<file path="src/hw/rtl/arxh_pkg.sv">
// Shared types and constants of the ARX block hash: word and chain types,
// the initial vector, round count, rotation amounts and the control structs.
// No dependencies.
`default_nettype none

package arxh_pkg;

  typedef logic [31:0] word_t;
  typedef word_t state_t [16];

  localparam int DOUBLE_ROUNDS = 5;
  localparam int ROUND_W = (DOUBLE_ROUNDS > 1) ? $clog2(DOUBLE_ROUNDS) : 1;

  localparam int ROT_0 = 17;
  localparam int ROT_1 = 13;
  localparam int ROT_2 = 9;
  localparam int ROT_3 = 5;

  localparam logic [7:0] PAD_BYTE = 8'h80;

  localparam word_t INIT_VEC [16] = '{
    32'h6A09E667, 32'hBB67AE85, 32'h3C6EF372, 32'hA54FF53A,
    32'h510E527F, 32'h9B05688C, 32'h1F83D9AB, 32'h5BE0CD19,
    32'hC1059ED8, 32'h367CD507, 32'h3070DD17, 32'hF70E5939,
    32'hFFC00B31, 32'h68581511, 32'h64F98FA7, 32'hBEFA4FA4
  };

  typedef struct packed {
    logic start;
    logic load_iv;
  } cmp_ctrl_t;

  typedef struct packed {
    logic busy;
    logic done;
  } cmp_stat_t;

endpackage

`default_nettype wire

</file>
<file path="src/hw/rtl/arx_block_hash_256.sv">
// Top level of the ARX block hash: byte packing, padding and length
// sequencer, digest output. Depends on arxh_pkg and arxh_compress.
//
// Channel  Direction  Payload                                   Handshake
// in       input      data_byte[8], byte_valid, last_byte       in_valid/in_ready
// out      output     digest_word[32], word_index[3], last_word out_valid/out_ready
//
// A message byte is taken whenever in_ready is high; every 64th byte adds one
// compression, run step by step on the single quarter round step unit.
// A last item adds padding at one byte per cycle up to the block end, eight length
// bytes, one or two compressions (56 zero bytes before the second), and eight
// output words. in_ready is low meanwhile.
// Reset is synchronous, active low, and loads the initial vector.
// Output stalls hold the digest word; no input is taken until word 7 leaves.
`default_nettype none

module arx_block_hash_256 (
  input  logic        clk,
  input  logic        rst_n,
  input  logic        in_valid,
  output logic        in_ready,
  input  logic [7:0]  in_data_byte,
  input  logic        in_byte_valid,
  input  logic        in_last_byte,
  output logic        out_valid,
  input  logic        out_ready,
  output logic [31:0] out_digest_word,
  output logic [2:0]  out_word_index,
  output logic        out_last_word
);
  import arxh_pkg::*;

  localparam logic [2:0] S_IN   = 3'd0;
  localparam logic [2:0] S_ABS  = 3'd1;
  localparam logic [2:0] S_PAD  = 3'd2;
  localparam logic [2:0] S_XTRA = 3'd3;
  localparam logic [2:0] S_ZERO = 3'd4;
  localparam logic [2:0] S_LEN  = 3'd5;
  localparam logic [2:0] S_FIN  = 3'd6;
  localparam logic [2:0] S_OUT  = 3'd7;

  logic [2:0]  state_r, state_nxt;
  logic [5:0]  fill_r, fill_nxt;
  logic [63:0] msg_r, msg_nxt;
  logic        last_pend_r, last_pend_nxt;
  logic        extra_r, extra_nxt;
  logic        pad_first_r, pad_first_nxt;
  logic        start_r, start_nxt;
  logic [2:0]  out_cnt_r, out_cnt_nxt;
  state_t      buf_r;
  logic        wr_en;
  logic [7:0]  wr_byte;
  logic [63:0] len_bits;
  logic [5:0]  len_sel;
  logic [5:0]  fill_inc;
  cmp_ctrl_t   cmp_ctrl;
  cmp_stat_t   cmp_stat;
  state_t      chain;

  arxh_compress u_compress (
    .clk   (clk),
    .rst_n (rst_n),
    .ctrl  (cmp_ctrl),
    .block (buf_r),
    .stat  (cmp_stat),
    .chain (chain)
  );

  assign len_bits = {msg_r[60:0], 3'b000};
  assign len_sel  = {3'd7 - fill_r[2:0], 3'b000};
  assign fill_inc = fill_r + 6'd1;

  assign in_ready = (state_r == S_IN);

  assign cmp_ctrl.start   = start_r;
  assign cmp_ctrl.load_iv = (state_r == S_OUT) && out_ready && (out_cnt_r == 3'd7);

  always_comb begin
    state_nxt     = state_r;
    fill_nxt      = fill_r;
    msg_nxt       = msg_r;
    last_pend_nxt = last_pend_r;
    extra_nxt     = extra_r;
    pad_first_nxt = pad_first_r;
    start_nxt     = 1'b0;
    out_cnt_nxt   = out_cnt_r;
    wr_en         = 1'b0;
    wr_byte       = in_data_byte;
    case (state_r)
      S_IN: begin
        if (in_valid) begin
          if (in_byte_valid) begin
            wr_en    = 1'b1;
            msg_nxt  = msg_r + 64'd1;
            fill_nxt = fill_inc;
            if (fill_r == 6'd63) begin
              start_nxt     = 1'b1;
              last_pend_nxt = in_last_byte;
              state_nxt     = S_ABS;
            end else if (in_last_byte) begin
              pad_first_nxt = 1'b1;
              extra_nxt     = (fill_inc >= 6'd56);
              state_nxt     = S_PAD;
            end
          end else if (in_last_byte) begin
            pad_first_nxt = 1'b1;
            extra_nxt     = (fill_r >= 6'd56);
            state_nxt     = S_PAD;
          end
        end
      end
      S_ABS: begin
        if (cmp_stat.done) begin
          if (last_pend_r) begin
            pad_first_nxt = 1'b1;
            extra_nxt     = 1'b0;
            state_nxt     = S_PAD;
          end else begin
            state_nxt = S_IN;
          end
        end
      end
      S_PAD: begin
        wr_en         = 1'b1;
        wr_byte       = pad_first_r ? PAD_BYTE : 8'h00;
        pad_first_nxt = 1'b0;
        fill_nxt      = fill_inc;
        if (fill_r == 6'd63) begin
          if (extra_r) begin
            start_nxt = 1'b1;
            state_nxt = S_XTRA;
          end else begin
            fill_nxt  = 6'd56;
            state_nxt = S_LEN;
          end
        end
      end
      S_XTRA: begin
        if (cmp_stat.done) begin
          state_nxt = S_ZERO;
        end
      end
      S_ZERO: begin
        wr_en    = 1'b1;
        wr_byte  = 8'h00;
        fill_nxt = fill_inc;
        if (fill_r == 6'd55) begin
          state_nxt = S_LEN;
        end
      end
      S_LEN: begin
        wr_en    = 1'b1;
        wr_byte  = len_bits[len_sel +: 8];
        fill_nxt = fill_inc;
        if (fill_r == 6'd63) begin
          start_nxt = 1'b1;
          state_nxt = S_FIN;
        end
      end
      S_FIN: begin
        if (cmp_stat.done) begin
          out_cnt_nxt = 3'd0;
          state_nxt   = S_OUT;
        end
      end
      S_OUT: begin
        if (out_ready) begin
          out_cnt_nxt = out_cnt_r + 3'd1;
          if (out_cnt_r == 3'd7) begin
            msg_nxt   = '0;
            fill_nxt  = '0;
            state_nxt = S_IN;
          end
        end
      end
      default: begin
        state_nxt = S_IN;
      end
    endcase
  end

  always_ff @(posedge clk) begin
    if (!rst_n) begin
      state_r     <= S_IN;
      fill_r      <= '0;
      msg_r       <= '0;
      last_pend_r <= 1'b0;
      extra_r     <= 1'b0;
      pad_first_r <= 1'b0;
      start_r     <= 1'b0;
      out_cnt_r   <= '0;
    end else begin
      state_r     <= state_nxt;
      fill_r      <= fill_nxt;
      msg_r       <= msg_nxt;
      last_pend_r <= last_pend_nxt;
      extra_r     <= extra_nxt;
      pad_first_r <= pad_first_nxt;
      start_r     <= start_nxt;
      out_cnt_r   <= out_cnt_nxt;
    end
  end

  always_ff @(posedge clk) begin
    if (wr_en) begin
      buf_r[fill_r[5:2]][{2'd3 - fill_r[1:0], 3'b000} +: 8] <= wr_byte;
    end
  end

  assign out_valid       = (state_r == S_OUT);
  assign out_digest_word = chain[{1'b0, out_cnt_r}];
  assign out_word_index  = out_cnt_r;
  assign out_last_word   = (out_cnt_r == 3'd7);

`ifndef SYNTHESIS
  a_ready_excl: assert property (@(posedge clk) disable iff (!rst_n)
    in_ready |-> !out_valid && !cmp_stat.busy)
    else $error("input ready while output or compression active");

  a_start_idle: assert property (@(posedge clk) disable iff (!rst_n)
    start_r |-> !cmp_stat.busy)
    else $error("compression started while compressor busy");

  a_done_back: assert property (@(posedge clk) disable iff (!rst_n)
    out_valid && out_ready && out_last_word |=> in_ready && fill_r == 6'd0)
    else $error("block not returned to input after final digest word");

  a_start_at_full: assert property (@(posedge clk) disable iff (!rst_n)
    start_r |-> fill_r == 6'd0)
    else $error("compression started on a partial block");
`endif

endmodule

`default_nettype wire

</file>
<file path="src/hw/rtl/arxh_qr_step.sv">
// One step of the quarter round: one add, one xor and one fixed rotation.
// Depends on arxh_pkg.
`default_nettype none

module arxh_qr_step (
  input  arxh_pkg::word_t a_in,
  input  arxh_pkg::word_t b_in,
  input  arxh_pkg::word_t c_in,
  input  arxh_pkg::word_t d_in,
  input  logic [1:0]      step,
  output arxh_pkg::word_t a_out,
  output arxh_pkg::word_t b_out,
  output arxh_pkg::word_t c_out,
  output arxh_pkg::word_t d_out
);
  import arxh_pkg::*;

  function automatic word_t rotr(input word_t x, input int n);
    rotr = (x >> n) | (x << (32 - n));
  endfunction

  word_t sum;
  word_t mixed;
  word_t rotated;

  assign sum   = step[0] ? (c_in + d_in) : (a_in + b_in);
  assign mixed = step[0] ? (b_in ^ sum) : (d_in ^ sum);

  always_comb begin
    case (step)
      2'd0:    rotated = rotr(mixed, ROT_0);
      2'd1:    rotated = rotr(mixed, ROT_1);
      2'd2:    rotated = rotr(mixed, ROT_2);
      default: rotated = rotr(mixed, ROT_3);
    endcase
  end

  assign a_out = step[0] ? a_in : sum;
  assign d_out = step[0] ? d_in : rotated;
  assign c_out = step[0] ? sum : c_in;
  assign b_out = step[0] ? rotated : b_in;

endmodule

`default_nettype wire

</file>
<file path="src/hw/rtl/arxh_compress.sv">
// Block compressor: holds the chain and runs the double rounds one quarter
// round step per cycle on column 0, permuting the rows between quarter rounds.
// Depends on arxh_pkg and arxh_qr_step.
`default_nettype none

module arxh_compress (
  input  logic                  clk,
  input  logic                  rst_n,
  input  arxh_pkg::cmp_ctrl_t   ctrl,
  input  arxh_pkg::state_t      block,
  output arxh_pkg::cmp_stat_t   stat,
  output arxh_pkg::state_t      chain
);
  import arxh_pkg::*;

  localparam logic [1:0] C_IDLE   = 2'd0;
  localparam logic [1:0] C_ROUND  = 2'd1;
  localparam logic [1:0] C_FINISH = 2'd2;

  function automatic state_t shift_rows(input state_t v);
    for (int r = 0; r < 4; r++) begin
      for (int c = 0; c < 4; c++) begin
        shift_rows[4 * r + c] = v[4 * r + ((c + 1) % 4)];
      end
    end
  endfunction

  function automatic state_t diag_rows(input state_t v);
    for (int r = 0; r < 4; r++) begin
      for (int c = 0; c < 4; c++) begin
        diag_rows[4 * r + c] = v[4 * r + ((c + r) % 4)];
      end
    end
  endfunction

  function automatic state_t undiag_rows(input state_t v);
    for (int r = 0; r < 4; r++) begin
      for (int c = 0; c < 4; c++) begin
        undiag_rows[4 * r + c] = v[4 * r + ((c - r + 4) % 4)];
      end
    end
  endfunction

  logic [1:0]         state_r, state_nxt;
  logic [ROUND_W-1:0] round_r, round_nxt;
  logic               half_r, half_nxt;
  logic [1:0]         qr_r, qr_nxt;
  logic [1:0]         step_r, step_nxt;
  logic               done_r, done_nxt;
  state_t             v_r, v_nxt;
  state_t             saved_r;
  state_t             stepped;
  state_t             shifted;
  word_t              qa, qb, qc, qd;
  logic               last_step;

  arxh_qr_step u_step (
    .a_in  (v_r[0]),
    .b_in  (v_r[4]),
    .c_in  (v_r[8]),
    .d_in  (v_r[12]),
    .step  (step_r),
    .a_out (qa),
    .b_out (qb),
    .c_out (qc),
    .d_out (qd)
  );

  assign last_step = (round_r == ROUND_W'(DOUBLE_ROUNDS - 1)) && half_r &&
                     (qr_r == 2'd3) && (step_r == 2'd3);

  always_comb begin
    stepped     = v_r;
    stepped[0]  = qa;
    stepped[4]  = qb;
    stepped[8]  = qc;
    stepped[12] = qd;
    shifted     = shift_rows(stepped);
  end

  always_comb begin
    state_nxt = state_r;
    round_nxt = round_r;
    half_nxt  = half_r;
    qr_nxt    = qr_r;
    step_nxt  = step_r;
    done_nxt  = 1'b0;
    v_nxt     = v_r;
    case (state_r)
      C_IDLE: begin
        if (ctrl.start) begin
          for (int i = 0; i < 16; i++) begin
            v_nxt[i] = v_r[i] ^ block[i];
          end
          state_nxt = C_ROUND;
          round_nxt = '0;
          half_nxt  = 1'b0;
          qr_nxt    = 2'd0;
          step_nxt  = 2'd0;
        end else if (ctrl.load_iv) begin
          v_nxt = INIT_VEC;
        end
      end
      C_ROUND: begin
        step_nxt = step_r + 2'd1;
        if (step_r != 2'd3) begin
          v_nxt = stepped;
        end else begin
          qr_nxt = qr_r + 2'd1;
          if (qr_r != 2'd3) begin
            v_nxt = shifted;
          end else if (!half_r) begin
            v_nxt    = diag_rows(shifted);
            half_nxt = 1'b1;
          end else begin
            v_nxt     = undiag_rows(shifted);
            half_nxt  = 1'b0;
            round_nxt = round_r + ROUND_W'(1);
          end
        end
        if (last_step) begin
          state_nxt = C_FINISH;
        end
      end
      C_FINISH: begin
        for (int i = 0; i < 16; i++) begin
          v_nxt[i] = v_r[i] ^ saved_r[i];
        end
        done_nxt  = 1'b1;
        state_nxt = C_IDLE;
      end
      default: begin
        state_nxt = C_IDLE;
      end
    endcase
  end

  always_ff @(posedge clk) begin
    if (!rst_n) begin
      state_r <= C_IDLE;
      round_r <= '0;
      half_r  <= 1'b0;
      qr_r    <= 2'd0;
      step_r  <= 2'd0;
      done_r  <= 1'b0;
      v_r     <= INIT_VEC;
    end else begin
      state_r <= state_nxt;
      round_r <= round_nxt;
      half_r  <= half_nxt;
      qr_r    <= qr_nxt;
      step_r  <= step_nxt;
      done_r  <= done_nxt;
      v_r     <= v_nxt;
    end
  end

  always_ff @(posedge clk) begin
    if (state_r == C_IDLE && ctrl.start) begin
      saved_r <= v_r;
    end
  end

  assign stat.busy = (state_r != C_IDLE);
  assign stat.done = done_r;
  assign chain     = v_r;

endmodule

`default_nettype wire

</file>
<file path="config.mk">
export PLATFORM = sky130hd
export DESIGN_NAME = arx_block_hash_256
export DESIGN_NICKNAME = d
export VERILOG_FILES = /design/src/hw/rtl/arxh_pkg.sv /design/src/hw/rtl/arx_block_hash_256.sv /design/src/hw/rtl/arxh_qr_step.sv /design/src/hw/rtl/arxh_compress.sv
export SDC_FILE = /design/constraint.sdc
export NUM_CORES = 2
export LEC_CHECK = 0
export BUFFER_PORTS_ARGS = -buffer_cell sky130_fd_sc_hd__buf_2
export CAP_MARGIN = 5
export CELL_PAD_IN_SITES_DETAIL_PLACEMENT = 0
export CELL_PAD_IN_SITES_GLOBAL_PLACEMENT = 1
export CORE_ASPECT_RATIO = 0.6
export CORE_UTILIZATION = 45
export DETAILED_ROUTE_END_ITERATION = 12
export GPL_TIMING_DRIVEN = 1
export PLACE_DENSITY_LB_ADDON = 0.1
export SETUP_SLACK_MARGIN = 0.2
export SLEW_MARGIN = 25
export SYNTH_ARGS = -nofsm -noshare
export SYNTH_HDL_FRONTEND = slang
export SYNTH_HIERARCHICAL = 1
export SYNTH_SLANG_ARGS = --single-unit
</file>
<file path="constraint.sdc">
create_clock -name clk -period 11.7 [get_ports clk]
set_input_delay 1.17 -clock clk [delete_from_list [all_inputs] [get_ports clk]]
set_output_delay 1.17 -clock clk [all_outputs]
set_load 0.03 [all_outputs]
</file>
* After elaboration in Yosys (flattened, before gate mapping)
Index checks and enable logic that the tools add are counted.
W data, S select, Z words.
** Cells by class
- Bitwise gates (word level) :: 40
- Eq/ne operators :: 41
- Add/subtract/negate cells :: 11
- Reduce and logical (&&, ||, !) cells :: 35
- Shift-type cells :: 3
- Mux-type cells :: 93
- Magnitude comparators :: 5
** Operator list (number)
- $mux W512 :: 3
- $pmux W512 S3 :: 1
- $xor A32 B32 Y32 :: 34
- $mux W384 :: 2
- $bwmux W512 :: 1
- $mux W32 :: 9
- $mux W64 :: 4
- $bmux W32 S4 :: 1
- $demux W32 S4 :: 1
- $pmux W64 S2 :: 1
- $pmux W32 S3 :: 1
- $add A32 B32 Y32 :: 2
- $add A64 B1 Y64 const B :: 1
- $shiftx A64 B7 Y8 :: 1
- $mux W3 :: 19
- $mux W6 :: 6
- $or A15 B32 Y32 :: 1
- $or A19 B32 Y32 :: 1
- $or A23 B32 Y32 :: 1
- $or A27 B32 Y32 :: 1
- $shift A8 B7 Y32 const A :: 1
- $shiftx A8 B7 Y32 :: 1
- $mux W1 :: 25
- $pmux W3 S8 :: 1
- other kinds (43) :: 109
** Storage, ports and cells
- Flip-flop bits (word level) :: 1627
- Logic and storage cells :: 290
- Output and inout port bits :: 38
- Bits of input ports :: 14

* Depth between registers and ports, before layout
- Word-level depth :: 11
- Mapped depth :: 15
- Mapped depth without buffers :: 15

* Hierarchy
The synthesis kept the hierarchy.
** Modules (own cells, without submodules)
- arxh_compress :: cells an instance 5793, sequential area each 25844.8 µm², area an instance 56631.8 µm², times used 1
- arx_block_hash_256 :: cells an instance 1347, sequential area each 16916.2 µm², area an instance 22524.1 µm², times used 1
- arxh_qr_step :: cells an instance 1023, sequential area each 0.0 µm², area an instance 6966.7 µm², times used 1

* Worst setup path before layout
OpenSTA, ideal clock, no wires.
- Kind :: register -> register
- Start :: register start_r
- End :: register u_compress/saved_r[0] (netlist bit) (enable)
- Path buffers :: 3
- Data arrival time :: 10938 ps
- Period minus slack after synthesis :: 11798 ps
- Cell stages (with the launch flop) :: 6
- Required time :: 10840 ps
- Setup time :: 860 ps
- Slack :: -98 ps
- Cell sequence :: dfxtp_1 -> buf_4 -> clkbuf_1 -> clkbuf_1 -> nand2_1 -> inv_1
** On the way
- Cells in the longest elaborated chain, start to end :: 1
** Ends and longest elaborated chain
- from (decl) :: line arx_block_hash_256.sv:48 : logic start_r, start_nxt;
- from (signal assigned) :: line arx_block_hash_256.sv:199 : start_r <= start_nxt;
- $logic_and A1 B1 Y1 :: line arxh_compress.sv:159 : if (state_r == C_IDLE && ctrl.start) begin
- to (signal assigned) :: line arxh_compress.sv:160 : saved_r <= v_r;
- to (decl) :: line arxh_compress.sv:51 : state_t saved_r;
No other way between the ends.
A chain may end at the register's enable or synchronous reset.

==> summary.md <==
| Metric | Value |
|---|---|
| Buffer cell driving the clock tree root | clkbuf_16 |
| Synthesized instance count | 8163 |
| DR WL/cell | 32.8 um |
| Peak fanout along the critical path | 46 |
| Non-filler instance count after layout | 10514 |
| Power per cell area | 145 nW/um2 |
| Simple-gate share of the synthesized area | 0.106 |
| Worst setup slack after placement | 6030 ps |
| Total of max-cap violations | 0 |
| Min cycle time layout | 5900 ps |
| Yosys warnings | 6 |
| Maximum number of pins on one net before global-route repair | 171 |
| Max Freq | 0.170 GHz |
| First-pass GRT wire length | 488 mm |
| Async SR Flop Fraction | 0 |
| Share of cells above drive strength 1 | 0.103 |
| Slew at the pin closest to its max-slew limit | 1210 ps |
| Final hold violations | 0 |
| Post-synthesis compound-gate area fraction | 0.229 |
| Total vias in the final route | 72261 |
| Area of the die | 193000 um2 |
| Initial Utilization | 0.456 |
| TritonCTS buffer count | 171 |
| Clock latency at the later pin of the worst-skew pair | 850 ps |
| Total half-perimeter wirelength after legalization and detailed placement | 216 mm |
| Share of synthesized area occupied by flip-flops and latches | 0.497 |
| Mux share of post-synthesis cell area | 0.0513 |
| Number of placed instances with taps included | 10202 |
| Antenna violations before repair | 20 |
| Aggregate global-route resource usage | 0.343 |
| Number of sinks on the clock net | 1624 |
| Peak supply drop | 135 uV |
| Critical Path Source Type | register |
| Via count of the first global-routing pass | 63947 |
| Data arrival at the endpoint of the critical path | 6560 ps |
| Die X-Extent | 567 um |
| Count of buffering cells on the critical path with inverters included | 1 |
| Count of antenna-violating nets left after detailed routing | 0 |
| Total area of multi-input combinational cells | 39900 um2 |
| Detailed-route vias per instance | 6.87 |
| Kind of critical path | reg2reg |
| Netlist cell types | 119 |
| Routed wire length | 344 mm |
| Design Area, Final | 93900 um2 |
| Final clock skew | 66.9 ps |
| Worst-case clock buffer depth | 4 |
| Post-synthesis instance area | 86100 um2 |
| Setup repair after global routing missed its margin | false |
| Tcrit/Tclk final | 0.504 |
| First drt pass iteration count | 7 |
| Number of DRC markers in iteration 0 | 10922 |
| Clock transition time at the flip-flop clock pins of the worst setup and hold paths | 70 ps |
| # DRC | 0 |
| Total number of cells along the worst setup path | 7 |
| Routability congestion estimate from global placement | 0.987 |
| Final core occ | 0.498 |
| Final net count | 7971 |
| Worst-case setup margin in the final layout | 5800 ps |
| Primary flip-flop cell chosen by synthesis mapping | edfxtp_1 |
| Crit-path cells | and3_4, and3_1, or3b_2, nand3_4, nor2_4, buf_4, a32oi_1 |
| Layout-stage area growth over the synthesis result | 9.01% |
| FF+latch area | 42800 um2 |
| Hold Buf Count CTS | 0 |
| Total overflow reported by the global router | 0 |
| Number of I/O port buffers | 51 |
| Cts repair resizes | 0 |
| Total chip power | 13.6 mW |
| Post-Synthesis Mean Instance Area | 10.6 um2 |
| Post-synthesis share of cell area spent on xor and xnor gates | 0.0596 |
| Highest cell delay on the worst timing path | 1160 ps |
| Count of flip-flops with a built-in enable after synthesis | 1024 |
| Hold Worst Slack | 498 ps |
| Max Transition Viols Final | 0 |
| Cell depth of the worst flop-to-flop path | 7 |
| Cell family with most CP delay | simple AND/OR/NAND/NOR gates |
| FILL cells | 16804 |
| Yosys reg bits | 1624 |
| Slew Limit Headroom | 0.197 |
| Highest-delay cell along the critical path | nor2_4 |
| Area after DPL | 88500 um2 |
| Class of the tightest hold or removal check | reg2reg |
| Net count after synthesis | 8258 |
| Setup TNS | 0 ps |
| Crit path required time | 12370 ps |
| Number of post-CTS setup repair buffers | 0 |
| H-tree lvl count | 4 |
| Chip Height | 341 um |
| CTS tree | yes |
| Number of instances on the worst hold path | 0 |
| Placement Rows | 123 |
| Core box area | 189000 um2 |
| Status | finished, final reports clean |
| Leakage power | 31.2 nW |
| Element type at the critical path end | register |
| Number of top-level design ports | 52 |
| Final setup violation count | 0 |
| Largest family of logic cells by synthesized area | compound AO/OA/AOI/OAI gates |
| Share of synthesized cell area in full adder, half adder and majority cells | 0.0119 |
==> flip-flops by register name (all words and copies together) (netlist names) <==
register / cells
extra_r: 1
u_compress/state_r: 2
buf_r: 512
u_compress/chain: 512
out_word_index: 3
u_compress/saved_r: 512
msg_r: 61
u_compress/done_r: 1
u_compress/round_r: 3
state_r: 3
u_compress/step_r: 2
u_compress/qr_r: 2
last_pend_r: 1
u_compress/half_r: 1
pad_first_r: 1
start_r: 1
fill_r: 6
==> layer usage <==
metal,GRT usage,share of wire,vias to the layer above
met2,0.454,0.39,4459
met4,0.0999,0.028,8
met5,0,0.00016,-
li1,-,-,30782
met3,0.0890,0.12,502
met1,0.537,0.45,36510
==> where the power goes <==
group	switching [mW]	total, mW	internal [mW]
clock network	2.42	5.47	3.05
logic	1.40	1.81	0.412
registers	0.0778	6.33	6.25
total	3.90	13.6	9.71
==> cell families (layout without fill, tap and decap cells) <==
| group | count (synthesis) | in the layout |
|---|---|---|
| adder cells (fa/ha/maj) | 81 | 81 |
| flip-flops | 1624 | 1624 |
| other | 0 | 7 |
| AO/OA/AOI/OAI | 2939 | 2939 |
| AND/OR/NAND/NOR | 1729 | 1729 |
| buffers and inverters | 910 | 754 |
| multiplexers | 332 | 332 |
| XOR/XNOR | 548 | 548 |
==> worst register-to-register path, delay by kind of cell (launching register included) <==
kind | cells | cell delay (ps)
compound gates | 1 | 240
simple gates | 5 | 3970
flops | 1 | 820
buf+inv | 1 | 700
==> synthesized netlist by cell type (all sizes together) (33+ instances only) <==
cell / number / area [um2]
nand3: 375 / 1890
nand2b: 155 / 970
o31ai: 51 / 383
mux2i: 153 / 1530
dfxtp: 600 / 12000
a22oi: 221 / 1660
a21oi: 550 / 2760
a32oi: 152 / 1330
o21ai: 940 / 4720
a221o: 61 / 611
nor2b: 66 / 415
a32o: 154 / 1540
nand4: 33 / 221
and3: 80 / 510
edfxtp: 1024 / 30700
buf: 301 / 1650
nor3: 45 / 236
clkbuf: 383 / 1450
o211a: 73 / 731
nor2: 430 / 1620
o211ai: 62 / 479
o22ai: 107 / 669
mux4: 77 / 1730
and4bb: 46 / 576
ha: 79 / 988
nand2: 274 / 1030
a221oi: 81 / 709
xnor2: 187 / 1640
xor2: 337 / 2950
nand3b: 66 / 495
a22o: 35 / 307
a2bb2oi: 47 / 412
a211oi: 54 / 415
mux2: 102 / 1150
inv: 224 / 841
o21a: 105 / 788
==> final cells by class <==
cell class              instances  share of cell area
multi-input cells            5629               0.425
diodes                          7            0.000187
inverters                     226             0.00918
well taps                    2500              0.0333
clock buffers                 254              0.0530
flip-flops and latches       1624               0.456
repair buffers                224              0.0198
clock inverters                50             0.00408
==> worst paths after layout <==
check | slack, ps | end | start
max | 5800 | u_compress/chain[175] | state_r[1]
min | 500 | u_compress/saved_r[197] | u_compress/chain[197]
max reg2reg | 5800 | u_compress/chain[175] | state_r[1]
min reg2reg | 500 | u_compress/saved_r[197] | u_compress/chain[197]
==> layout by cell type, fill, tap and decap left out, types with 66 or more instances in the layout <==
| master | instances |
|---|---|
| ha_1 | 73 |
| xnor2_1 | 186 |
| nand2_1 | 271 |
| a32oi_1 | 152 |
| nand3_1 | 373 |
| nand3b_1 | 66 |
| o21ai_0 | 868 |
| clkbuf_16 | 175 |
| a32o_1 | 154 |
| o21a_1 | 105 |
| edfxtp_1 | 1024 |
| o21ai_1 | 71 |
| and3_1 | 77 |
| a22oi_1 | 221 |
| a21oi_1 | 549 |
| dfxtp_1 | 593 |
| nand2b_1 | 153 |
| a221oi_1 | 81 |
| nor2_1 | 371 |
| mux2_2 | 101 |
| buf_4 | 152 |
| mux4_2 | 77 |
| inv_1 | 219 |
| o211a_1 | 72 |
| o22ai_1 | 107 |
| xor2_1 | 337 |
| mux2i_1 | 153 |
No activity file was read; power rests on OpenSTA's default activity.
